### src/rtl/core/onp_pkg.sv
`timescale 1ns / 1ps
`default_nettype none
// ----------------------------------------------------------------------------
// onp_pkg
// Shared widths, pipeline depth, stage types and the snorm16 result
// formatting for the octahedral normal/tangent packer.
// ----------------------------------------------------------------------------
package onp_pkg;

    // Input component width.
    localparam int IN_BITS = 16;
    // L1 magnitude of three components fits one bit more than a component.
    localparam int MAG_W = IN_BITS + 1;
    // 2 * 32767 = 2^SCALE_W - 2: the numerator scale is a shift and a subtract.
    localparam int SCALE_W = 16;
    // Quotient bits: the ratio times 32767 never exceeds 32767.
    localparam int Q_W = 15;
    localparam int OUT_W = 16;
    // Dividend 65534*num + m, divisor 2*m, partial remainder below the divisor.
    localparam int N_W = MAG_W + SCALE_W;
    localparam int R_W = N_W - Q_W;
    localparam int D_W = MAG_W + 1;

    // Pipeline: vector setup, dividend setup, one stage per quotient bit.
    localparam int PREP_STAGES = 1;
    localparam int LANE_STAGES = Q_W + 1;
    localparam int NSTG = PREP_STAGES + LANE_STAGES;

    // Per-vector setup results.
    typedef struct packed {
        logic [MAG_W-1:0] m;
        logic [MAG_W-1:0] num_x;
        logic [MAG_W-1:0] num_y;
        logic             sx;
        logic             sy;
        logic             zero;
    } vec_prep_t;

    // What one divider lane starts from.
    typedef struct packed {
        logic [MAG_W-1:0] num;
        logic [MAG_W-1:0] m;
        logic             neg;
        logic             zero;
    } lane_in_t;

    // What one divider lane finds.
    typedef struct packed {
        logic [Q_W-1:0] q;
        logic           neg;
        logic           zero;
    } lane_res_t;

    // Stage load enables shared by all lanes, plus the output register load.
    typedef struct packed {
        logic [NSTG-1:0] en;
        logic            out_load;
    } pipe_ctl_t;

    // Apply sign and zero-vector rule to a lane quotient.
    function automatic logic [OUT_W-1:0] snorm_value(lane_res_t r);
        logic [OUT_W-1:0] mag;
        logic [OUT_W-1:0] result;
        mag = OUT_W'(r.q);
        if (r.zero) begin
            result = '0;
        end else if (r.neg) begin
            result = ~mag + 1'b1;
        end else begin
            result = mag;
        end
        return result;
    endfunction

endpackage
`default_nettype wire

### src/rtl/core/onp_vec_prep.sv
`timescale 1ns / 1ps
`default_nettype none
// ----------------------------------------------------------------------------
// onp_vec_prep
// Splits one vector into signs and magnitudes, forms the L1 magnitude and
// the folded or plain numerators, and registers them.
// ----------------------------------------------------------------------------
module onp_vec_prep (
    input  wire logic                         aclk,
    input  wire onp_pkg::pipe_ctl_t           ctl,
    input  wire logic [onp_pkg::IN_BITS-1:0]  comp_x,
    input  wire logic [onp_pkg::IN_BITS-1:0]  comp_y,
    input  wire logic [onp_pkg::IN_BITS-1:0]  comp_z,
    output onp_pkg::vec_prep_t                prep
);
    import onp_pkg::*;

    logic [IN_BITS-1:0] ax;
    logic [IN_BITS-1:0] ay;
    logic [IN_BITS-1:0] az;
    vec_prep_t          prep_next;
    vec_prep_t          prep_reg;

    // Absolute values; the most negative code maps to 2^(IN_BITS-1)
    always_comb begin
        ax = comp_x[IN_BITS-1] ? (~comp_x + 1'b1) : comp_x;
        ay = comp_y[IN_BITS-1] ? (~comp_y + 1'b1) : comp_y;
        az = comp_z[IN_BITS-1] ? (~comp_z + 1'b1) : comp_z;
    end

    // Magnitude and numerators; negative z folds across the diagonals
    always_comb begin
        prep_next.m    = MAG_W'(ax) + MAG_W'(ay) + MAG_W'(az);
        prep_next.sx   = comp_x[IN_BITS-1];
        prep_next.sy   = comp_y[IN_BITS-1];
        prep_next.zero = (prep_next.m == '0);
        if (comp_z[IN_BITS-1]) begin
            prep_next.num_x = prep_next.m - MAG_W'(ay);
            prep_next.num_y = prep_next.m - MAG_W'(ax);
        end else begin
            prep_next.num_x = MAG_W'(ax);
            prep_next.num_y = MAG_W'(ay);
        end
    end

    always_ff @(posedge aclk) begin
        if (ctl.en[0]) begin
            prep_reg <= prep_next;
        end
    end

    assign prep = prep_reg;

endmodule
`default_nettype wire

### config.mk
export PLATFORM = sky130hd
export DESIGN_NAME = onp_vec_prep
export DESIGN_NICKNAME = d
export VERILOG_FILES = /design/src/rtl/core/onp_pkg.sv /design/src/rtl/core/onp_vec_prep.sv
export SDC_FILE = /design/constraint.sdc
export NUM_CORES = 1
export LEC_CHECK = 0
export ABC_AREA = 1
export BUFFER_PORTS_ARGS = -buffer_cell sky130_fd_sc_hd__buf_2
export CAP_MARGIN = 20
export CORE_AREA = 2 2 121 123
export DETAILED_ROUTE_END_ITERATION = 12
export DIE_AREA = 0 0 123 125
export GPL_ROUTABILITY_DRIVEN = 0
export PLACE_DENSITY = 0.7
export SLEW_MARGIN = 20
export SYNTH_ARGS = -nofsm -noshare
export SYNTH_HDL_FRONTEND = slang
export SYNTH_SLANG_ARGS = --single-unit
### constraint.sdc
create_clock -name aclk -period 5.8 [get_ports aclk]
set_input_delay 0.29 -clock aclk [delete_from_list [all_inputs] [get_ports aclk]]
set_output_delay 0.29 -clock aclk [all_outputs]
set_load 0.02 [all_outputs]
# Word-level counts from Yosys, hierarchy flattened
# Index checks and enable logic that the tools add are counted.
[word_totals] ff_bits=54 input_bits=67 output_inout_bits=54 elab_cells=23
[op_classes] addsub=7 muxes=4 bitwise=3 n_reduce_logical=1
[op_table] operator="$add 16x1->16 const B" count=3
[op_table] operator="$mux 16" count=3
[op_table] operator="$not 16->16" count=3
[op_table] operator="$sub 17x16->17" count=2
[op_table] operator="$mux 33" count=1
[op_table] operator="$add 16x16->17" count=1
[op_table] operator="$add 17x16->17" count=1
[op_table] operator="$logic_not 17->1" count=1

# Logic depth before layout (Yosys ltp)
# Gate-level depths: netlist of run 1.
[depth] word_depth=7 mapped_depth=31 mapped_depth_nobuf=31

# Worst setup path before layout of run 1
# No wires, ideal clock.
[synth_timing] path_type="input to register" start="input port comp_x[15] (netlist bit)" end="register prep_reg, in the netlist prep[34] (data pin)" setup_time_ps=269 arrival_ps=4342 t_required_ps=5531 setup_slack_ps=1189 cell_stages=25 n_path_buf=2 cell_sequence="buf_2 -> buf_1 -> o21ai_0 -> fa_1 -> ha_1 -> fa_1 -> nand2_1 -> nand2_1 -> nand3_1 -> nand2_1 -> nand2_1 -> nand2_1 -> a21oi_1 -> o21ai_0 -> nand2_1 -> nand2_1 -> inv_1 -> ha_1 -> nand2_1 -> nor2_1 -> a211oi_1 -> o21ai_0 -> or2_2 -> nand3_1 -> o21ai_0"
[synth_rtl] element="start, declared" line_no="onp_vec_prep.sv:11" rtl="input wire logic [onp_pkg::IN_BITS-1:0] comp_x,"
[synth_rtl] element="end signal, assigned" line_no="onp_vec_prep.sv:48" rtl="prep_reg <= prep_next;"
[synth_rtl] element="end, declared" line_no="onp_vec_prep.sv:22" rtl="vec_prep_t prep_reg;"

==> results of run 1 <==
-- cells in the final DEF, fill, tap and decap left out, types with 5 or more instances in the layout --
cell       count
xnor2_1       18
or2_2          6
nor2_1        66
xor2_1        35
ha_1          55
nand4_1       12
nor4_1         6
nor2_2         6
clkbuf_16      5
nand2_2       22
o21bai_1       5
buf_4         10
a31oi_1        5
edfxtp_1      54
o21ai_0       45
nand2_1      199
o22ai_1        7
buf_2        103
nand3_1       54
inv_1        144
fa_1          14
nor3_1         9
a21oi_1       39
-- area by class of cell --
type / count / share of cell area (%)
clock buffers: 5 / 1.76
flip-flops and latches: 54 / 22.8
clock inverters: 3 / 0.299
repair buffers: 113 / 8.31
inverters: 146 / 7.71
multi-input cells: 646 / 55.9
well taps: 184 / 3.24
-- worst max-delay path: cells and delay by family --
kind	cells	cell delay (ns)
XOR/XNOR	2	0.38
buffers and inverters	8	0.76
adder cells (fa/ha/maj)	4	1.36
AO/OA/AOI/OAI	5	1.07
AND/OR/NAND/NOR	8	1.16
-- cell families after synthesis --
kind of cell | share of synthesized area (%)
and+or+nand+nor | 29.3
buffers and inverters | 9.74
AOI/OAI and AO/OA | 11.4
adders and majority gates | 15.6
xor gates and xnor gates | 7.76
DFF | 26.2
-- worst paths after layout --
check,from,to,slack [ns],cells after the start
hold / removal,comp_y[15],prep[1],0.37,1
setup / recovery,comp_y[0],prep[36],0.80,27
-- power by group --
part	leakage, nW	internal [mW]	switching (mW)
Sequential	0.526	0.649	0.0279
Clock	0.0698	0.160	0.141
Combinational	3.02	0.999	1.81
Total	3.61	1.81	1.98
-- per-layer routing --
layer | track usage [%] | vias up | wire (microns)
met5 | 0 | - | 0
met4 | 7.22 | 0 | 420
met3 | 2.28 | 31 | 977
met2 | 34.2 | 179 | 7340
met1 | 31.2 | 2621 | 7510
li1 | - | 3018 | -
-- metrics by stage --
stage	cells	worst slack (ns)
finish	1151	0.802
global route	1151	0.280
CTS	1151	0.862
detailed placement	1143	0.563
global placement	1143	0.681
floorplan	859	1.19
==> metrics.txt, run 1 <==
CTS root buf clkbuf_16; FF/Latch Area 0.00162 sq mm; ant diodes 0; pin count of the biggest net entering global routing 55; Vias 5,849; vias in the first global route 5,435; clock tree buffer depth 2; initial antenna violation count 0; Post-synth top cells nand2_1 (199), inv_1 (144), nor2_1 (66), ha_1 (55); Seq cells post-synth 54; Largest register FFs 54; Most used DFF post-synth edfxtp_1; Vias/cell 5.08; I/O pins 121; final core occ 50.0%; ranking of synthesized cells by area edfxtp_1 (26%), nand2_1 (12%), ha_1 (11%); FFs w/ async S/R, synth 0%; Final Cell Area 0.00711 sq mm; CTS Hold Bufs 0; Final min period 5.00 ns; share of layout cells above drive strength 1 18.1%; fill count 1,450; synthesized cell area 0.00619 sq mm; CP endpoint kind flop; dpl hpwl 13,700 microns; cell taking the most area after synthesis edfxtp_1; crit start category primary input; unrepaired setup endpoints after global routing no; WL/cell 14.1 microns; final critical-path share of the clock period 86.2%; area share of the largest cell type after synthesis 26.2%; Leak 3.61 nW; Pwr Density 534 mW/mm^2; GR Util All Layers 21.8%; num rows 44; first-pass GRT wire length 26,100 microns; relative slew slack 42.2%; CTS Sinks 54; Top cell by count, worst path inv_1; DRT Pass-1 Iters 5; Max-Cap Viols 0; die area 0.0154 sq mm; PostCTS Resize Cnt 0; Setup-failing EPs final 0; Hold Path Class in2reg; sequential share of the synthesized area 26.2%; CP peak stage delay 0.51 ns; multi-input logic area 0.00397 sq mm; Initial Util 43.6%; Total Wirelength 16,200 microns; Final Max Slew Viols 0; drt drc 0; CTS tree built; clock slew seen by the registers of the worst setup and hold paths 0.07 ns; Setup CP Type in2reg; most frequent cell after synthesis nand2_1; yosys warns 0; Synth Net Count 995; DP Area 0.00696 sq mm; Setup Buffers After CTS 0; Mapped Avg Cell Area 7.21 sq um; status finished, final reports clean; die width 123 microns; Core ar. 0.0142 sq mm; Nets 1,102; DR iter-0 viols 274; H-tree levels 2; Final Total Pwr 3.79 mW; peak supply drop 0.214 mV; Worst Tran Pin Value 0.857 ns; TNS Setup 0 ns; Mapped Cells 859; ANT nets after route 0; final hold vios 0; grt total ovfl 0; Max FO, Critical Path 5; final hold slack 0.374 ns; WP data arrival 5.05 ns; Slowest cell on crit path fa_1; Area Overhead vs Synth 14.7%; Port Buffer Count 103; Fmax 0.200 GHz; post-synthesis cell type count 48; Die H 125 microns; TritonCTS Buffers 5; WP data required 5.85 ns; Post-synth EDFFs 54
Power figures use the tool's default switching activity.
==> run 2: changes to the inputs <==
Settings changed: PLACE_DENSITY 0.7 to 0.64.
==> metrics.txt, run 2 (synthesis gave the netlist of run 1 again) <==
status finished, final reports clean; share of layout cells above drive strength 1 18.0% (-0.085 points); hold depth 1 (unchanged); CTS Hold Bufs 0 (unchanged); H-tree levels 2 (unchanged); commonest non-fill, non-tap cells in the layout nand2_1 (199), inv_1 (144), buf_2 (103), nor2_1 (66), ha_1 (55); multi-input logic area 0.00397 sq mm (unchanged); I/O pins 121 (unchanged); Max FO, Critical Path 19 (+14); FF/Latch Area 0.00162 sq mm (unchanged); WP data required 5.83 ns (-0.02 ns); Setup-failing EPs final 0 (unchanged); final hold vios 0 (unchanged); Area Overhead vs Synth 14.6% (about the same); Worst Tran Pin Value 0.947 ns (+0.0899 ns); dpl hpwl 14,000 microns (+2.5%); Core ar. 0.0142 sq mm (unchanged); num rows 44 (unchanged); Vias 5,883 (+0.58%); TNS Setup 0 ns (unchanged); fill count 1,470 (+1.4%); relative slew slack 36.2% (-6.1 points); Hold Path Class in2reg; Max-Cap Viols 0 (unchanged); DR iter-0 viols 354 (+29%); Setup CP Type in2reg; Vias/cell 5.12 (+0.67%); WP data arrival 4.98 ns (-0.07 ns); initial antenna violation count 0 (unchanged); Die H 125 microns (unchanged); clock slew seen by the registers of the worst setup and hold paths 0.07 ns (about the same); final critical-path share of the clock period 85.4% (-0.73 points); GR Util All Layers 22.3% (+0.56 points); Fmax 0.202 GHz (+0.85%); Setup Buffers After CTS 0 (unchanged); commonest non-fill, non-tap cell in the layout nand2_1; DRT Pass-1 Iters 5 (unchanged); die width 123 microns (unchanged); Total Wirelength 16,600 microns (+2.1%); ANT nets after route 0 (unchanged); Worst Hold End prep[1]; PostCTS Resize Cnt 0 (unchanged); Final Total Pwr 3.79 mW (-0.11%); Initial Util 43.6% (unchanged); Leak 3.60 nW (-0.22%); drt drc 0 (unchanged); clock tree buffer depth 2 (unchanged); HP Start comp_y[15]; CTS root buf clkbuf_16; TritonCTS Buffers 5 (unchanged); Largest register FFs 54 (unchanged); CTS Sinks 54 (unchanged); peak supply drop 0.211 mV (-1.3%); Final Max Slew Viols 0 (unchanged); WL/cell 14.4 microns (+2.2%); die area 0.0154 sq mm (unchanged); Final min period 4.96 ns (-0.0421 ns); CTS tree built; Pwr Density 533 mW/mm^2 (about the same); crit start category primary input; first-pass GRT wire length 26,900 microns (+2.8%); Port Buffer Count 103 (unchanged); CP endpoint kind flop; pin count of the biggest net entering global routing 55 (unchanged); vias in the first global route 5,454 (+0.35%); grt total ovfl 0 (unchanged); Nets 1,102 (unchanged); ant diodes 0 (unchanged); unrepaired setup endpoints after global routing no
[run 2: changes by cell type in the layout (fill, tap and decap cells not counted)]
cell	before	now
clkinvlp_4	1	2
clkinv_2	1	0
clkinv_4	1	0
[run 2: worst max-delay path: stages]
cell and delay (ns):
buf_2 0.21, o21ai_0 0.79, fa_1 0.54, ha_1 0.28, fa_1 0.45, nand2_1 0.08
nand2_1 0.06, nand3_1 0.11, nand2_1 0.06, nand2_1 0.09, nand2_1 0.06, a21oi_1 0.28
o21ai_0 0.12, nand2_1 0.08, nand2_1 0.09, inv_1 0.12, ha_1 0.26, nand2_1 0.13
nor2_1 0.08, a211oi_1 0.21, o21ai_0 0.14, or2_2 0.29, nand3_1 0.06, o21ai_0 0.08
[run 2: how the worst max path moves through the flow]
stage | start | end | cells after the start
after floorplan | comp_x[15] | prep[34] | 25
after global placement | comp_x[15] | prep[34] | 24
after detailed placement | comp_z[0] | prep[36] | 27
after CTS | comp_z[0] | prep[36] | 27
after global routing | comp_x[0] | prep[33] | 27
final | comp_x[15] | prep[34] | 24
[run 2: metal layers]
metal	up-vias	global-route usage, %	wire length, microns
met5	-	0	0
met3	9	2.19	968
met2	144	36.3	7660
met4	0	3.81	145
li1	3026	-	-
met1	2704	32.6	7820
[run 2: stage by stage]
stage | utilization, % | worst slack (ns) | hold slack (ns) | area (sq um) | instances
5_1_grt | 50.0 | 0.295 | 0.360 | 7100 | 1150
3_5_place_dp | 49.0 | 0.555 | 0.676 | 6960 | 1143
4_1_cts | 50.0 | 0.853 | 0.361 | 7100 | 1150
3_3_place_gp | 49.0 | 0.592 | 0.669 | 6960 | 1143
6_report | 50.0 | 0.844 | 0.368 | 7100 | 1150
2_1_floorplan | - | 1.19 | 0.389 | 6190 | 859
[run 2: area by class of cell]
| cell class | count | area share [%] |
|---|---|---|
| multi-input combinational | 646 | 55.9 |
| timing repair buffer | 113 | 8.32 |
| sequential | 54 | 22.8 |
| tap | 184 | 3.24 |
| clock buffer | 5 | 1.76 |
| inverter | 146 | 7.72 |
| clock inverter | 2 | 0.211 |
[run 2: power breakdown]
group / internal (mW) / switching [mW] / leakage [nW]
clock network: 0.158 / 0.137 / 0.0619
registers: 0.650 / 0.0306 / 0.526
logic: 0.999 / 1.81 / 3.02
total: 1.81 / 1.98 / 3.60
==> run 3: changes to the inputs <==
==> constraint.sdc (replaced) <==
create_clock -name aclk -period 5.8 [get_ports aclk]
set_input_delay 0.87 -clock aclk [delete_from_list [all_inputs] [get_ports aclk]]
set_output_delay 0.87 -clock aclk [all_outputs]
set_load 0.02 [all_outputs]
==> metrics.txt, run 3 (synthesis gave the netlist of run 1 again) <==
Leak 3.72 nW (+3.1%); ant diodes 0 (unchanged); Sw Pwr 1.99 mW (+0.67%); ANT nets after route 0 (unchanged); fill count 1,426 (-3.0%); crit start category primary input; commonest non-fill, non-tap cell in the layout nand2_1; part of the power in combinational logic 73.9% (-0.3 points); TritonCTS Buffers 5 (unchanged); Net Sw Frac 51.2% (-1.1 points); num rows 44 (unchanged); CP peak stage delay 0.56 ns (-0.23 ns); GR Util All Layers 22.2% (-0.095 points); Die H 125 microns (unchanged); commonest non-fill, non-tap cells in the layout nand2_1 (199), inv_1 (144), buf_2 (102), nor2_1 (65), ha_1 (55); initial antenna violation count 0 (unchanged); Fmax 0.185 GHz (-8.2%); relative slew slack 53.4% (+17 points); vias in the first global route 5,489 (+0.64%); pin count of the biggest net entering global routing 55 (unchanged); grt total ovfl 0 (unchanged); GRT Max-Usage Layer met2; TNS Setup 0 ns (unchanged); peak supply drop 0.203 mV (-4.1%); clock tree buffer depth 2 (unchanged); Top cell by count, worst path nand2_1; buffers plus inverters on the worst setup path 6 (+4); Final min period 5.40 ns (+0.441 ns); CP delay by family, top adder cells; Final Max Slew Viols 0 (unchanged); DRT Pass-1 Iters 4 (-1); final critical-path share of the clock period 93.0% (+7.6 points); Port Buffer Count 103 (unchanged); Setup CP Type in2reg; Nets 1,121 (+1.7%); CTS root buf clkbuf_16; Final WS setup 0.403 ns (-0.441 ns); internal cell power 1.90 mW (+5.3%); Flop pwr share 17.4% (-0.6 points); I/O pins 121 (unchanged); Hold Path Class in2reg; first-pass GRT wire length 26,600 microns (-0.85%); share of layout cells above drive strength 1 20.1% (+2.1 points); die area 0.0154 sq mm (unchanged); CP endpoint kind flop; M1 GR Usage 31.9% (-0.66 points); Slowest cell on crit path fa_1; dpl hpwl 14,200 microns (+1.2%); clock power share 8.7% (+0.9 points); Max-Cap Viols 0 (unchanged); status finished, final reports clean; Vias/cell 5.04 (-1.5%); GRT met2 Usage 36.3% (about the same); Initial Util 43.6% (unchanged); Largest register FFs 54 (unchanged); WP data required 5.81 ns (-0.02 ns); Total Wirelength 16,700 microns (+0.87%); WL/cell 14.3 microns (-0.86%); Setup-failing EPs final 0 (unchanged); Core ar. 0.0142 sq mm (unchanged); CTS Hold Bufs 0 (unchanged); H-tree levels 2 (unchanged); WP data arrival 5.41 ns (+0.43 ns); routing usage on met3 1.82% (-0.36 points); final hold vios 0 (unchanged); CTS tree built; pre-CTS setup slack 0.0321 ns (-0.522 ns); drt drc 0 (unchanged); Area Overhead vs Synth 17.8%; Worst Tran Pin Value 0.693 ns (-0.255 ns); clock slew seen by the registers of the worst setup and hold paths 0.07 ns (about the same); CTS Sinks 54 (unchanged); Pwr Density 534 mW/mm^2 (+0.15%); DR iter-0 viols 417 (+18%); die width 123 microns (unchanged); unrepaired setup endpoints after global routing no; Max FO, Critical Path 5 (-14); Vias 5,893 (+0.17%)
==> run 3: cell count changes in the layout (fill, tap and decap cells not counted), sizes merged <==
cell and change:
clkbuf +1, clkinvlp -1, bufinv +1, buf +19
==> run 3: worst paths after layout <==
kind / from / to / slack, ns / cells past startpoint
max: comp_x[0] / prep[34] / 0.40 / 27
min: comp_y[15] / prep[1] / 0.97 / 2
==> run 3: per-stage QoR <==
step                cell area, sq um  total power [mW]  hold WS, ns  std cells  util, %
floorplan                       6190              2.76        0.969        859        -
global placement                7100              3.49         1.24       1162     50.0
detailed placement              7100              3.52         1.26       1162     50.0
CTS                             7270              3.87        0.960       1170     51.2
global route                    7290              4.28        0.975       1170     51.4
finish                          7290              3.90        0.970       1170     51.4
==> run 3: layout make-up <==
cell class	count	area [sq um]	share of cell area, %
inverters	146	548	7.51
repair buffers	132	736	10.1
well taps	184	230	3.16
clock inverters	2	37.5	0.515
multi-input cells	646	3990	54.7
flip-flops and latches	54	1620	22.2
clock buffers	6	129	1.77
==> run 3: power groups by stage <==
stage	registers (mW)	logic [mW]	clock network (mW)
after global placement	0.687	2.80	0
after floorplan	0.890	1.87	0
after detailed placement	0.689	2.83	0
after global routing	0.693	3.22	0.363
final	0.677	2.88	0.341
after CTS	0.681	2.85	0.345
==> run 3: timing repair <==
| item | 4_1_cts | 5_1_grt |
|---|---|---|
| endpoints found under the hold margin | 0 | 0 |
| setup endpoints to repair | 0 | 2 |
| setup buffers | 0 | 0 |
| gates resized for setup | 0 | 5 |
==> run 3: metal layers <==
| metal | share of wire, % | up-vias |
|---|---|---|
| li1 | - | 3050 |
| met1 | 49 | 2678 |
| met2 | 45 | 146 |
| met3 | 4.3 | 19 |
| met4 | 1.7 | 0 |
| met5 | 0 | - |
