$ cat config.mk
export PLATFORM = sky130hd
export DESIGN_NAME = onp_div_lane
export DESIGN_NICKNAME = d
export VERILOG_FILES = /design/src/rtl/core/onp_pkg.sv /design/src/rtl/core/onp_div_lane.sv
export SDC_FILE = /design/constraint.sdc
export NUM_CORES = 1
export LEC_CHECK = 0
export ABC_AREA = 1
export BUFFER_PORTS_ARGS = -buffer_cell sky130_fd_sc_hd__buf_2
export CAP_MARGIN = 20
export CORE_ASPECT_RATIO = 0.7
export CORE_MARGIN = 4
export CORE_UTILIZATION = 60
export CTS_CLUSTER_DIAMETER = 80
export DETAILED_ROUTE_END_ITERATION = 10
export GPL_TIMING_DRIVEN = 0
export HOLD_SLACK_MARGIN = 0.1
export PLACE_DENSITY = 0.77
export SLEW_MARGIN = 20
export SYNTH_ARGS = -nofsm -noshare
export SYNTH_HDL_FRONTEND = slang
export SYNTH_SLANG_ARGS = --single-unit
$ cat constraint.sdc
create_clock -name aclk -period 2.5 [get_ports aclk]
set_input_delay 0.625 -clock aclk [delete_from_list [all_inputs] [get_ports aclk]]
set_output_delay 0.625 -clock aclk [all_outputs]
set_load 0.01 [all_outputs]
$ cat src/rtl/core/onp_pkg.sv
`timescale 1ns / 1ps
`default_nettype none
// ----------------------------------------------------------------------------
// onp_pkg
// Shared widths, pipeline depth, stage types and the snorm16 result
// formatting for the octahedral normal/tangent packer.
// ----------------------------------------------------------------------------
package onp_pkg;

    // Input component width.
    localparam int IN_BITS = 16;
    // L1 magnitude of three components fits one bit more than a component.
    localparam int MAG_W = IN_BITS + 1;
    // 2 * 32767 = 2^SCALE_W - 2: the numerator scale is a shift and a subtract.
    localparam int SCALE_W = 16;
    // Quotient bits: the ratio times 32767 never exceeds 32767.
    localparam int Q_W = 15;
    localparam int OUT_W = 16;
    // Dividend 65534*num + m, divisor 2*m, partial remainder below the divisor.
    localparam int N_W = MAG_W + SCALE_W;
    localparam int R_W = N_W - Q_W;
    localparam int D_W = MAG_W + 1;

    // Pipeline: vector setup, dividend setup, one stage per quotient bit.
    localparam int PREP_STAGES = 1;
    localparam int LANE_STAGES = Q_W + 1;
    localparam int NSTG = PREP_STAGES + LANE_STAGES;

    // Per-vector setup results.
    typedef struct packed {
        logic [MAG_W-1:0] m;
        logic [MAG_W-1:0] num_x;
        logic [MAG_W-1:0] num_y;
        logic             sx;
        logic             sy;
        logic             zero;
    } vec_prep_t;

    // What one divider lane starts from.
    typedef struct packed {
        logic [MAG_W-1:0] num;
        logic [MAG_W-1:0] m;
        logic             neg;
        logic             zero;
    } lane_in_t;

    // What one divider lane finds.
    typedef struct packed {
        logic [Q_W-1:0] q;
        logic           neg;
        logic           zero;
    } lane_res_t;

    // Stage load enables shared by all lanes, plus the output register load.
    typedef struct packed {
        logic [NSTG-1:0] en;
        logic            out_load;
    } pipe_ctl_t;

    // Apply sign and zero-vector rule to a lane quotient.
    function automatic logic [OUT_W-1:0] snorm_value(lane_res_t r);
        logic [OUT_W-1:0] mag;
        logic [OUT_W-1:0] result;
        mag = OUT_W'(r.q);
        if (r.zero) begin
            result = '0;
        end else if (r.neg) begin
            result = ~mag + 1'b1;
        end else begin
            result = mag;
        end
        return result;
    endfunction

endpackage
`default_nettype wire

$ cat src/rtl/core/onp_div_lane.sv
`timescale 1ns / 1ps
`default_nettype none
// ----------------------------------------------------------------------------
// onp_div_lane
// One divider lane: forms the rounding dividend 65534*num + m and divisor
// 2*m, then a restoring divide with one quotient bit per pipeline stage.
// ----------------------------------------------------------------------------
module onp_div_lane (
    input  wire logic                aclk,
    input  wire onp_pkg::pipe_ctl_t  ctl,
    input  wire onp_pkg::lane_in_t   lane_in,
    output onp_pkg::lane_res_t       res
);
    import onp_pkg::*;

    logic [N_W-1:0]  dividend;

    // Remainder, pending dividend bits and divisor for all but the last stage
    logic [R_W-1:0]  r_reg    [Q_W];
    logic [R_W-1:0]  r_next   [Q_W];
    logic [Q_W-1:0]  nlo_reg  [Q_W];
    logic [Q_W-1:0]  nlo_next [Q_W];
    logic [D_W-1:0]  d_reg    [Q_W];
    logic [D_W-1:0]  d_next   [Q_W];

    // Quotient and flags for every stage
    logic [Q_W-1:0]  q_reg     [LANE_STAGES];
    logic [Q_W-1:0]  q_next    [LANE_STAGES];
    logic            neg_reg   [LANE_STAGES];
    logic            neg_next  [LANE_STAGES];
    logic            zero_reg  [LANE_STAGES];
    logic            zero_next [LANE_STAGES];

    logic [R_W:0]    trial [1:Q_W];
    logic            ge    [1:Q_W];

    // Setup stage: dividend split so the leading part is below the divisor
    always_comb begin
        dividend = (N_W'(lane_in.num) << SCALE_W) - (N_W'(lane_in.num) << 1)
                 + N_W'(lane_in.m);
        r_next[0]    = dividend[N_W-1:Q_W];
        nlo_next[0]  = dividend[Q_W-1:0];
        d_next[0]    = {lane_in.m, 1'b0};
        q_next[0]    = '0;
        neg_next[0]  = lane_in.neg;
        zero_next[0] = lane_in.zero;

        // Quotient stages: shift in one dividend bit, compare, subtract
        for (int j = 1; j < LANE_STAGES; j++) begin
            trial[j]     = {r_reg[j-1], nlo_reg[j-1][Q_W-1]};
            ge[j]        = (trial[j] >= {1'b0, d_reg[j-1]});
            q_next[j]    = {q_reg[j-1][Q_W-2:0], ge[j]};
            neg_next[j]  = neg_reg[j-1];
            zero_next[j] = zero_reg[j-1];
        end
        for (int j = 1; j < Q_W; j++) begin
            r_next[j]   = ge[j] ? R_W'(trial[j] - {1'b0, d_reg[j-1]}) : R_W'(trial[j]);
            nlo_next[j] = {nlo_reg[j-1][Q_W-2:0], 1'b0};
            d_next[j]   = d_reg[j-1];
        end
    end

    always_ff @(posedge aclk) begin
        for (int j = 0; j < LANE_STAGES; j++) begin
            if (ctl.en[PREP_STAGES+j]) begin
                q_reg[j]    <= q_next[j];
                neg_reg[j]  <= neg_next[j];
                zero_reg[j] <= zero_next[j];
            end
        end
        for (int j = 0; j < Q_W; j++) begin
            if (ctl.en[PREP_STAGES+j]) begin
                r_reg[j]   <= r_next[j];
                nlo_reg[j] <= nlo_next[j];
                d_reg[j]   <= d_next[j];
            end
        end
    end

    assign res.q    = q_reg[LANE_STAGES-1];
    assign res.neg  = neg_reg[LANE_STAGES-1];
    assign res.zero = zero_reg[LANE_STAGES-1];

endmodule
`default_nettype wire

======== Word level (Yosys, flattened, before mapping) ========
Memories as Yosys holds them, arrays and structs flattened.
Cells that the tools add are included.
word-level totals
  output and inout bits ................... 17
  memories ................................ 6
  word-level logic and storage cells ...... 83
  input bits .............................. 55
  register bits ........................... 0
  bits in writable memories ............... 1037
operators by class
  add/sub/neg operators ................... 16
  magnitude comparators ................... 15
  multiplexer cells ....................... 46
memory list
  name      words  width  rd ports  clocked after memory_dff  wr ports  line                text
  d_reg     15     18     15        0                         15        onp_div_lane.sv:23  logic [D_W-1:0] d_reg [Q_W];
  r_reg     15     18     15        0                         15        onp_div_lane.sv:19  logic [R_W-1:0] r_reg [Q_W];
  q_reg     16     15     16        0                         16        onp_div_lane.sv:27  logic [Q_W-1:0] q_reg [LANE_STAGES];
  nlo_reg   15     15     15        0                         15        onp_div_lane.sv:21  logic [Q_W-1:0] nlo_reg [Q_W];
  neg_reg   16     1      16        0                         16        onp_div_lane.sv:29  logic neg_reg [LANE_STAGES];
  zero_reg  16     1      16        0                         16        onp_div_lane.sv:31  logic zero_reg [LANE_STAGES];
operator list
  cell            number
  $ge 19x18->1    15
  $mux 18         14
  $sub 18x18->18  14
  $add 33x17->33  1
  $sub 33x18->33  1
  $mux 1          32

======== Longest topological paths before layout ========
Gate-level depths: netlist of the first run.
An unclocked memory read counts as a cell.
  depth in word-level cells ............... 3
  mapped depth ............................ 14
  depth with buffers taken out ............ 14

======== Worst setup path before layout of the first run ========
No wires, ideal clock.
  path kind ............................... input-to-reg
  from .................................... input lane_in[34] (netlist name)
  to ...................................... memory r_reg[0][10] (netlist name), data pin
  arrival ................................. 2.085 ns
  buffers on the path ..................... 0
  required time ........................... 2.247 ns
  path slack .............................. 0.162 ns
  setup time .............................. 0.253 ns
  stages .................................. 10
  path through ............................ inv_1 -> fa_1 -> ha_1 -> nand2_1 -> inv_1 -> nand2_1 -> nor3_1 -> nand3_1 -> nand4_1 -> nand2_1
RTL lines
  what         line                text
  from (decl)  onp_div_lane.sv:11  input wire onp_pkg::lane_in_t lane_in,
  to (decl)    onp_div_lane.sv:19

==> run_results.csv, run 1 <==
group,metric,value,unit
cells_and_area,layoutNonFillerInstCount,6810,
die,die_area,0.08262,mm2
timing,timing.final.crit_period,2.434,ns
timing,final_min_period_over_clock_period,97.35,%
routing,total_wirelength,119600,um
yosys,number_of_synthesized_register_bits,782,
clock_tree,cts.sink_count,782,
place,buffer_ports.inserted,69,
grt,grt_max_degree,52,
clock_tree,cts_htree_levels,3,
timing,tightestPinTransition,1.085,ns
worst_setup_path,r2r-end,"r_reg[0][137]",
routing,first_pass_iters,6,
clock_tree,cts_inserted_buffers,76,
die,die-width,341.8,um
worst_hold_path,min-delay-path-class,"in -> reg",
timing,finalWorstSetupSlack,0.06617,ns
yosys,average_footprint_of_a_synthesized_cell,8.456,um2
clock_tree,path_clk_slew,0.06,ns
clock_tree,cts.path.max_buffers,3,
worst_setup_path,crit_top_cell,"sky130_fd_sc_hd__nand2_2",
yosys,mappedNetlistArea,0.04681,mm2
yosys,synthesis.nets,5907,
worst_setup_path,worst_r2r_startpoint,"d_reg[0][121]",
routing,detail_routed_net_length_per_standard_cell,17.57,um
routing,postRouteAntennaNets,0,
place,pre_cts_ws,-0.4474,ns
cells_and_area,num_antenna_cells,0,
place,gpl.final_weighted_congestion,0.9724,
cells_and_area,largest_reg_flops,270,
cells_and_area,register_area,0.02348,mm2
timing,hold_viol_final,0,
routing,vias,36070,
yosys,synth.distinct_cells,33,
timing,timing.final.max_slew_violations,0,
timing,max_clock_freq,410.9,MHz
clock_tree,cts_root_cell,"sky130_fd_sc_hd__clkbuf_16",
cells_and_area,final_nets,6075,
timing,maxSlewHeadroom,27.03,%
die,initial_core_util,60.71,%
worst_setup_path,critPathCaptureType,"register",
grt,globalRouteOverflowTotal,0,
worst_setup_path,flop_to_flop_setup_slack,0.07,ns
yosys,synth_warnings,0,
worst_setup_path,worstSetupStartpointType,"register",
pwr,power_per_cell_area,1167,mW/mm2
worst_setup_path,critPathMaxFanout,10,
cells_and_area,post-route-util,66.58,%
cells_and_area,fillerInstances,6328,
routing,drt_drc_violations_left,0,
grt,grt_pass1_vias,32840,
cells_and_area,syn_to_final_growth,9.671,%
worst_setup_path,critical_path.slowest_cell,"sky130_fd_sc_hd__edfxtp_1",
pwr,worst_ir_drop_vdd,0.0007076,V
pwr,leakagePower,26.09,nW
place,dp_hpwl,92190,um
worst_setup_path,rr_worst_depth,12,
place,post_dp_cell_area,0.04851,mm2
grt,globalRouteTotalUtil,28.58,%
routing,vias_per_cell,5.297,
die,top_level_ports,72,
worst_setup_path,cp-endpoint,"r_reg[0][137]",
clock_tree,insertion_delay,0.63,ns
grt,antenna_violations_before_repair,3,
clock_tree,tritoncts,"done",
yosys,synth_seq_area_share,50.17,%
cells_and_area,most_common_cell_after_layout_fill_and_taps_aside,"sky130_fd_sc_hd__nand2_1",
grt,grt_pass1_wl,184900,um
routing,dr.first_iter.drc_count,4085,
cells_and_area,stdcell_area,0.05134,mm2
timing,number_of_setup_violations_in_the_final_report,0,
worst_setup_path,setup.worst_path.class,"reg -> reg",
cells_and_area,multiInputGateArea,0.01884,mm2
worst_setup_path,path_cells,"inv_1 -> ha_1 -> nand2_2 -> nor2_1 -> and2_4 -> nand3_2 -> nand2_2 -> nor2_4 -> nand2_4 -> buf_12 -> nand2_2 -> nand2_1",
worst_setup_path,critical_path.max_stage_delay,0.48,ns
place,placed_cells_incl_taps,6650,
die,die_h,241.7,um
worst_setup_path,setup.worst_path.start,"d_reg[0][121]",
worst_setup_path,required_time_of_the_critical_path,2.85,ns
cells_and_area,share_of_final_layout_standard_cells_stronger_than_drive_strength_1,8.012,%
worst_setup_path,worst-endpoint-arrival,2.78,ns
die,rows,85,
yosys,synthCells,5536,
run,maxCapViolations,0,
die,coreArea,0.07711,mm2
cells_and_area,layout.cells.most_common_list,"2051 x sky130_fd_sc_hd__nand2_1, 1096 x sky130_fd_sc_hd__inv_1, 782 x sky130_fd_sc_hd__edfxtp_1, 376 x sky130_fd_sc_hd__nand3_1, 294 x sky130_fd_sc_hd__ha_1",
timing,worst_clock_skew,0.01853,ns
run_status,outcome,"complete, no violations",
## cell type report
type                       count  share of cell area, %
inverter                    1107                  8.094
buffer                        45                 0.7824
clock buffer                  97                  3.982
multi-input combinational   3602                  36.70
sequential                   782                  45.74
tap                         1044                  2.544
clock inverter                43                  1.058
timing repair buffer          90                  1.097
## cell usage after synthesis
cell type / n / area, um2
sky130_fd_sc_hd__a21boi_0: 1 / 7.510
sky130_fd_sc_hd__a21o_1: 2 / 15.01
sky130_fd_sc_hd__a21oi_1: 163 / 815.8
sky130_fd_sc_hd__and2_1: 9 / 56.30
sky130_fd_sc_hd__and2_4: 9 / 78.83
sky130_fd_sc_hd__buf_12: 6 / 120.1
sky130_fd_sc_hd__buf_2: 19 / 95.09
sky130_fd_sc_hd__buf_4: 14 / 105.1
sky130_fd_sc_hd__buf_6: 7 / 78.83
sky130_fd_sc_hd__edfxtp_1: 782 / 23480
sky130_fd_sc_hd__fa_1: 16 / 320.3
sky130_fd_sc_hd__ha_1: 300 / 3754
sky130_fd_sc_hd__inv_1: 1096 / 4114
sky130_fd_sc_hd__inv_2: 11 / 41.29
sky130_fd_sc_hd__nand2_1: 2053 / 7706
sky130_fd_sc_hd__nand2_2: 106 / 663.1
sky130_fd_sc_hd__nand2_4: 9 / 101.4
sky130_fd_sc_hd__nand3_1: 376 / 1882
sky130_fd_sc_hd__nand3_2: 15 / 150.1
sky130_fd_sc_hd__nand3b_1: 39 / 292.8
sky130_fd_sc_hd__nand4_1: 48 / 300.3
sky130_fd_sc_hd__nor2_1: 196 / 735.7
sky130_fd_sc_hd__nor2_2: 9 / 56.30
sky130_fd_sc_hd__nor2_4: 18 / 202.7
sky130_fd_sc_hd__nor3_1: 72 / 360.4
sky130_fd_sc_hd__nor4_1: 1 / 6.260
sky130_fd_sc_hd__o211ai_1: 1 / 7.510
sky130_fd_sc_hd__o21a_1: 10 / 75.07
sky130_fd_sc_hd__o21ai_0: 12 / 60.06
sky130_fd_sc_hd__o21bai_1: 2 / 15.01
sky130_fd_sc_hd__or2_2: 25 / 156.4
sky130_fd_sc_hd__xnor2_1: 25 / 219.0
sky130_fd_sc_hd__xor2_1: 84 / 735.7
## per-stage QoR
step | TNS, ns | power (mW) | hold slack [ns]
6_report | 0 | 59.89 | 0.1794
2_1_floorplan | 0 | 39.51 | 0.4003
3_3_place_gp | -5.761 | 46.51 | 0.4002
4_1_cts | 0 | 59.31 | 0.1373
3_5_place_dp | -5.605 | 47.08 | 0.4045
5_1_grt | -0.04533 | 64.28 | 0.1507
## logic make-up after synthesis
group	Yosys count	share of synthesized area, %
AOI/OAI and AO/OA	191	2.128
xor gates and xnor gates	109	2.039
adders and majority gates	316	8.703
buffers and inverters	1153	9.730
DFF	782	50.17
and+or+nand+nor	2985	27.23
## where the power goes
part | switching [mW] | leakage (nW) | internal (mW)
logic | 18.2 | 17.2 | 9.40
registers | 1.74 | 7.67 | 18.5
clock network | 5.01 | 1.25 | 6.98
## how the worst min path moves through the flow
stage / start / to / slack (ns) / depth (start not counted)
final: lane_in[2] / nlo_reg[0][0] / 0.18 / 1
after global placement: q_reg[0][63] / q_reg[0][79] / 0.40 / 0
after global routing: lane_in[2] / nlo_reg[0][0] / 0.15 / 1
after CTS: lane_in[2] / nlo_reg[0][0] / 0.14 / 1
after floorplan: neg_reg[0][0] / neg_reg[0][1] / 0.40 / 0
after detailed placement: neg_reg[1][6] / neg_reg[1][7] / 0.40 / 0
## timing repair
| item | in CTS | in global routing |
|---|---|---|
| setup endpoints to repair | 5 | 70 |
| gates resized for setup | 0 | 20 |
| pin swaps | 0 | 8 |
| setup buffers | 3 | 17 |
| hold buffers | 0 | 0 |
| cloned | 0 | 1 |
## critical path, delay by kind of cell (launching register included)
family	cells	cell delay (ns)
AND/OR/NAND/NOR	9	1.02
buffers and inverters	2	0.27
flip-flops	1	0.48
adder cells (fa/ha/maj)	1	0.38
## per-layer routing
metal	GRT usage [%]	routed length [um]	vias to the layer above
met1	46.07	57730	16640
met3	5.297	11080	145
met2	40.35	48860	1426
met5	0	0	-
li1	-	-	17860
met4	5.357	1959	0
Note: power is estimated with default switching activity, not from simulation.
==> run 2: changes to the inputs <==
==> constraint.sdc (replaced) <==
create_clock -name aclk -period 2.5 [get_ports aclk]
set_input_delay 0.25 -clock aclk [delete_from_list [all_inputs] [get_ports aclk]]
set_output_delay 0.25 -clock aclk [all_outputs]
set_load 0.01 [all_outputs]
==> run 2 against run 1 <==
- combinational power about the same
- final area rose by 0.51%
- clock power barely moved
- fmax barely moved
- flip-flop and latch count unchanged
- hold slack worse by 0.017 ns
- routed wire length rose by 0.24%
- clock skew barely moved
- global-route usage rose by 0.080 points
- non-clock buffer count up 22
- final cell count rose by 0.32%
- critical endpoint is now r_reg[0][14]
==> run_results.csv, run 2 (synthesis results as in run 1) <==
group,metric,value,unit
run,maxCapViolations,0,
worst_setup_path,r2r-end,"r_reg[0][121]",
routing,total_wirelength,119900,um
grt,grt_max_degree,52,
clock_tree,cts.sink_count,782,
place,dp_hpwl,92190,um
worst_setup_path,largest_delay_contributor_family_on_the_critical_path,"buffers and inverters",
worst_setup_path,required_time_of_the_critical_path,2.85,ns
worst_setup_path,critPathMaxFanout,4,
cells_and_area,final_nets,6097,
routing,drt_drc_violations_left,0,
pwr,power.total,59.94,mW
worst_setup_path,crit_buf_inv,3,
timing,timing.final.max_slew_violations,0,
die,die_h,241.7,um
die,die-width,341.8,um
routing,dr.first_iter.drc_count,4055,
grt,antenna_violations_before_repair,2,
worst_setup_path,worst-endpoint-arrival,2.78,ns
die,rows,85,
die,die_area,0.08262,mm2
timing,finalWorstSetupSlack,0.06694,ns
routing,vias_per_cell,5.293,
timing,timing.final.crit_period,2.433,ns
grt,grt_pass1_wl,185500,um
worst_setup_path,rr_worst_depth,12,
pwr,worst_ir_drop_vdd,0.0007063,V
cells_and_area,largest_reg_flops,270,
die,coreArea,0.07711,mm2
grt,grt_pass1_vias,32970,
timing,number_of_setup_violations_in_the_final_report,0,
grt,globalRouteTotalUtil,28.66,%
worst_hold_path,min-delay-path-class,"in -> reg",
worst_setup_path,cp-endpoint,"r_reg[0][14]",
timing,final_min_period_over_clock_period,97.32,%
timing,max_clock_freq,411.0,MHz
timing,hold_viol_final,0,
timing,totalNegativeSetupSlack,0,ns
run_status,outcome,"complete, no violations",
cells_and_area,most_common_cell_after_layout_fill_and_taps_aside,"sky130_fd_sc_hd__nand2_1",
clock_tree,insertion_delay,0.63,ns
die,initial_core_util,60.71,%
die,top_level_ports,72,
routing,postRouteAntennaNets,0,
worst_setup_path,critPathCaptureType,"register",
timing,worst_clock_skew,0.01812,ns
routing,first_pass_iters,6,
timing,maxSlewHeadroom,27.74,%
place,gpl.final_weighted_congestion,0.9724,
routing,vias,36160,
worst_setup_path,worstSetupStartpointType,"input port",
pwr,power_per_cell_area,1162,mW/mm2
pwr,leakagePower,26.18,nW
worst_setup_path,worst_r2r_startpoint,"d_reg[0][104]",
cells_and_area,multiInputGateArea,0.01889,mm2
clock_tree,cts_inserted_buffers,76,
cells_and_area,fillerInstances,6297,
routing,detail_routed_net_length_per_standard_cell,17.55,um
clock_tree,cts_htree_levels,3,
clock_tree,tritoncts,"done",
timing,tightestPinTransition,1.074,ns
clock_tree,cts.path.max_buffers,3,
place,buffer_ports.inserted,69,
worst_setup_path,critical_path.max_stage_delay,0.53,ns
worst_setup_path,crit_top_cell,"sky130_fd_sc_hd__nand2_1",
clock_tree,cts_root_cell,"sky130_fd_sc_hd__clkbuf_16",
worst_setup_path,path_cells,"dlygate4sd3_1 -> buf_2 -> ha_1 -> ha_1 -> nand2_1 -> inv_1 -> a21oi_1 -> nand3_2 -> nand2_1 -> nand2_1 -> nand2_1 -> nand2_2",
cells_and_area,layout.cells.most_common_list,"2046 x sky130_fd_sc_hd__nand2_1, 1096 x sky130_fd_sc_hd__inv_1, 782 x sky130_fd_sc_hd__edfxtp_1, 375 x sky130_fd_sc_hd__nand3_1, 291 x sky130_fd_sc_hd__ha_1",
cells_and_area,syn_to_final_growth,10.23,%
worst_setup_path,critical_path.slowest_cell,"sky130_fd_sc_hd__dlygate4sd3_1",
worst_setup_path,setup.worst_path.class,"in -> reg",
cells_and_area,register_area,0.02348,mm2
worst_setup_path,flop_to_flop_setup_slack,0.08,ns
worst_setup_path,path_depth,12,
cells_and_area,share_of_final_layout_standard_cells_stronger_than_drive_strength_1,8.258,%
place,pre_cts_ws,-0.1264,ns
clock_tree,path_clk_slew,0.06,ns
grt,globalRouteOverflowTotal,0,
worst_setup_path,setup.worst_path.start,"lane_in[14]",
cells_and_area,num_antenna_cells,0,
-- run 2: cell count changes in the layout (fill, tap and decap cells not counted), moves of 2 or more --
cell / previous run / this run
sky130_fd_sc_hd__dlygate4sd3_1: 0 / 21
sky130_fd_sc_hd__nand2_1: 2051 / 2046
sky130_fd_sc_hd__nand2_2: 105 / 110
sky130_fd_sc_hd__ha_1: 294 / 291
sky130_fd_sc_hd__ha_2: 5 / 8
sky130_fd_sc_hd__a21oi_1: 160 / 158
sky130_fd_sc_hd__a21oi_2: 3 / 5
sky130_fd_sc_hd__nor2_1: 196 / 194
sky130_fd_sc_hd__nor2_2: 10 / 12
-- run 2: how the worst min path moves through the flow --
stage                        from            end  slack (ns)  depth (start not counted)
floorplan             lane_in[11]   d_reg[0][10]        0.35                          0
global placement     q_reg[0][63]   q_reg[0][79]        0.40                          0
detailed placement  neg_reg[1][6]  neg_reg[1][7]        0.40                          0
CTS                   lane_in[34]   r_reg[0][17]        0.11                          5
global route               ctl[3]   d_reg[0][29]        0.18                          1
finish                lane_in[34]   r_reg[0][17]        0.16                          5
-- run 2: repair_timing --
action	in CTS	in global routing
pin swaps	0	8
buffers inserted	3	18
setup endpoints to repair	5	76
hold buffers	21	0
resized for setup	0	35
cloned	0	1
hold endpoints to repair	40	0
-- run 2: worst reg2reg max path, stage by stage, from the launching register on --
cell and delay, ns:
sky130_fd_sc_hd__edfxtp_1 0.45, sky130_fd_sc_hd__inv_1 0.08, sky130_fd_sc_hd__ha_1 0.40, sky130_fd_sc_hd__nand2_1 0.10, sky130_fd_sc_hd__inv_1 0.09, sky130_fd_sc_hd__nand2_1 0.09
sky130_fd_sc_hd__nor3_1 0.28, sky130_fd_sc_hd__nand2_2 0.10, sky130_fd_sc_hd__buf_4 0.19, sky130_fd_sc_hd__nand2_4 0.18, sky130_fd_sc_hd__buf_12 0.18, sky130_fd_sc_hd__nand2_2 0.05
sky130_fd_sc_hd__nand2_1 0.08
-- run 2: report_power, final --
group | switching, mW | internal [mW]
registers | 1.74 | 18.5
logic | 18.2 | 9.44
clock network | 5.02 | 6.98
total | 25.0 | 35.0
-- run 2: metrics by stage --
| stage | hold WS [ns] | std cells | instance area, um2 | util (%) |
|---|---|---|---|---|
| final | 0.1626 | 6832 | 51600 | 66.92 |
| after global routing | 0.1789 | 6832 | 51600 | 66.92 |
| after CTS | 0.1087 | 6814 | 51330 | 66.57 |
| after detailed placement | 0.4045 | 6650 | 48510 | 62.91 |
| after global placement | 0.4002 | 6649 | 48460 | 62.85 |
| after floorplan | 0.3489 | 5536 | 46810 | - |
-- run 2: cell type report --
cell class | count | area share [%]
plain buffers | 45 | 0.7784
multi-input cells | 3602 | 36.60
clock buffers | 97 | 3.962
repair buffers | 112 | 1.513
clock inverters | 43 | 1.052
flip-flops and latches | 782 | 45.51
inverters | 1107 | 8.053
well taps | 1044 | 2.532
-- run 2: metal layers --
layer	vias to the layer above	share of wire [%]	GRT usage, %
met5	-	0	0
met1	16660	48	46.15
met2	1428	41	40.48
met4	0	1.7	5.470
met3	156	9.5	5.304
li1	17920	-	-
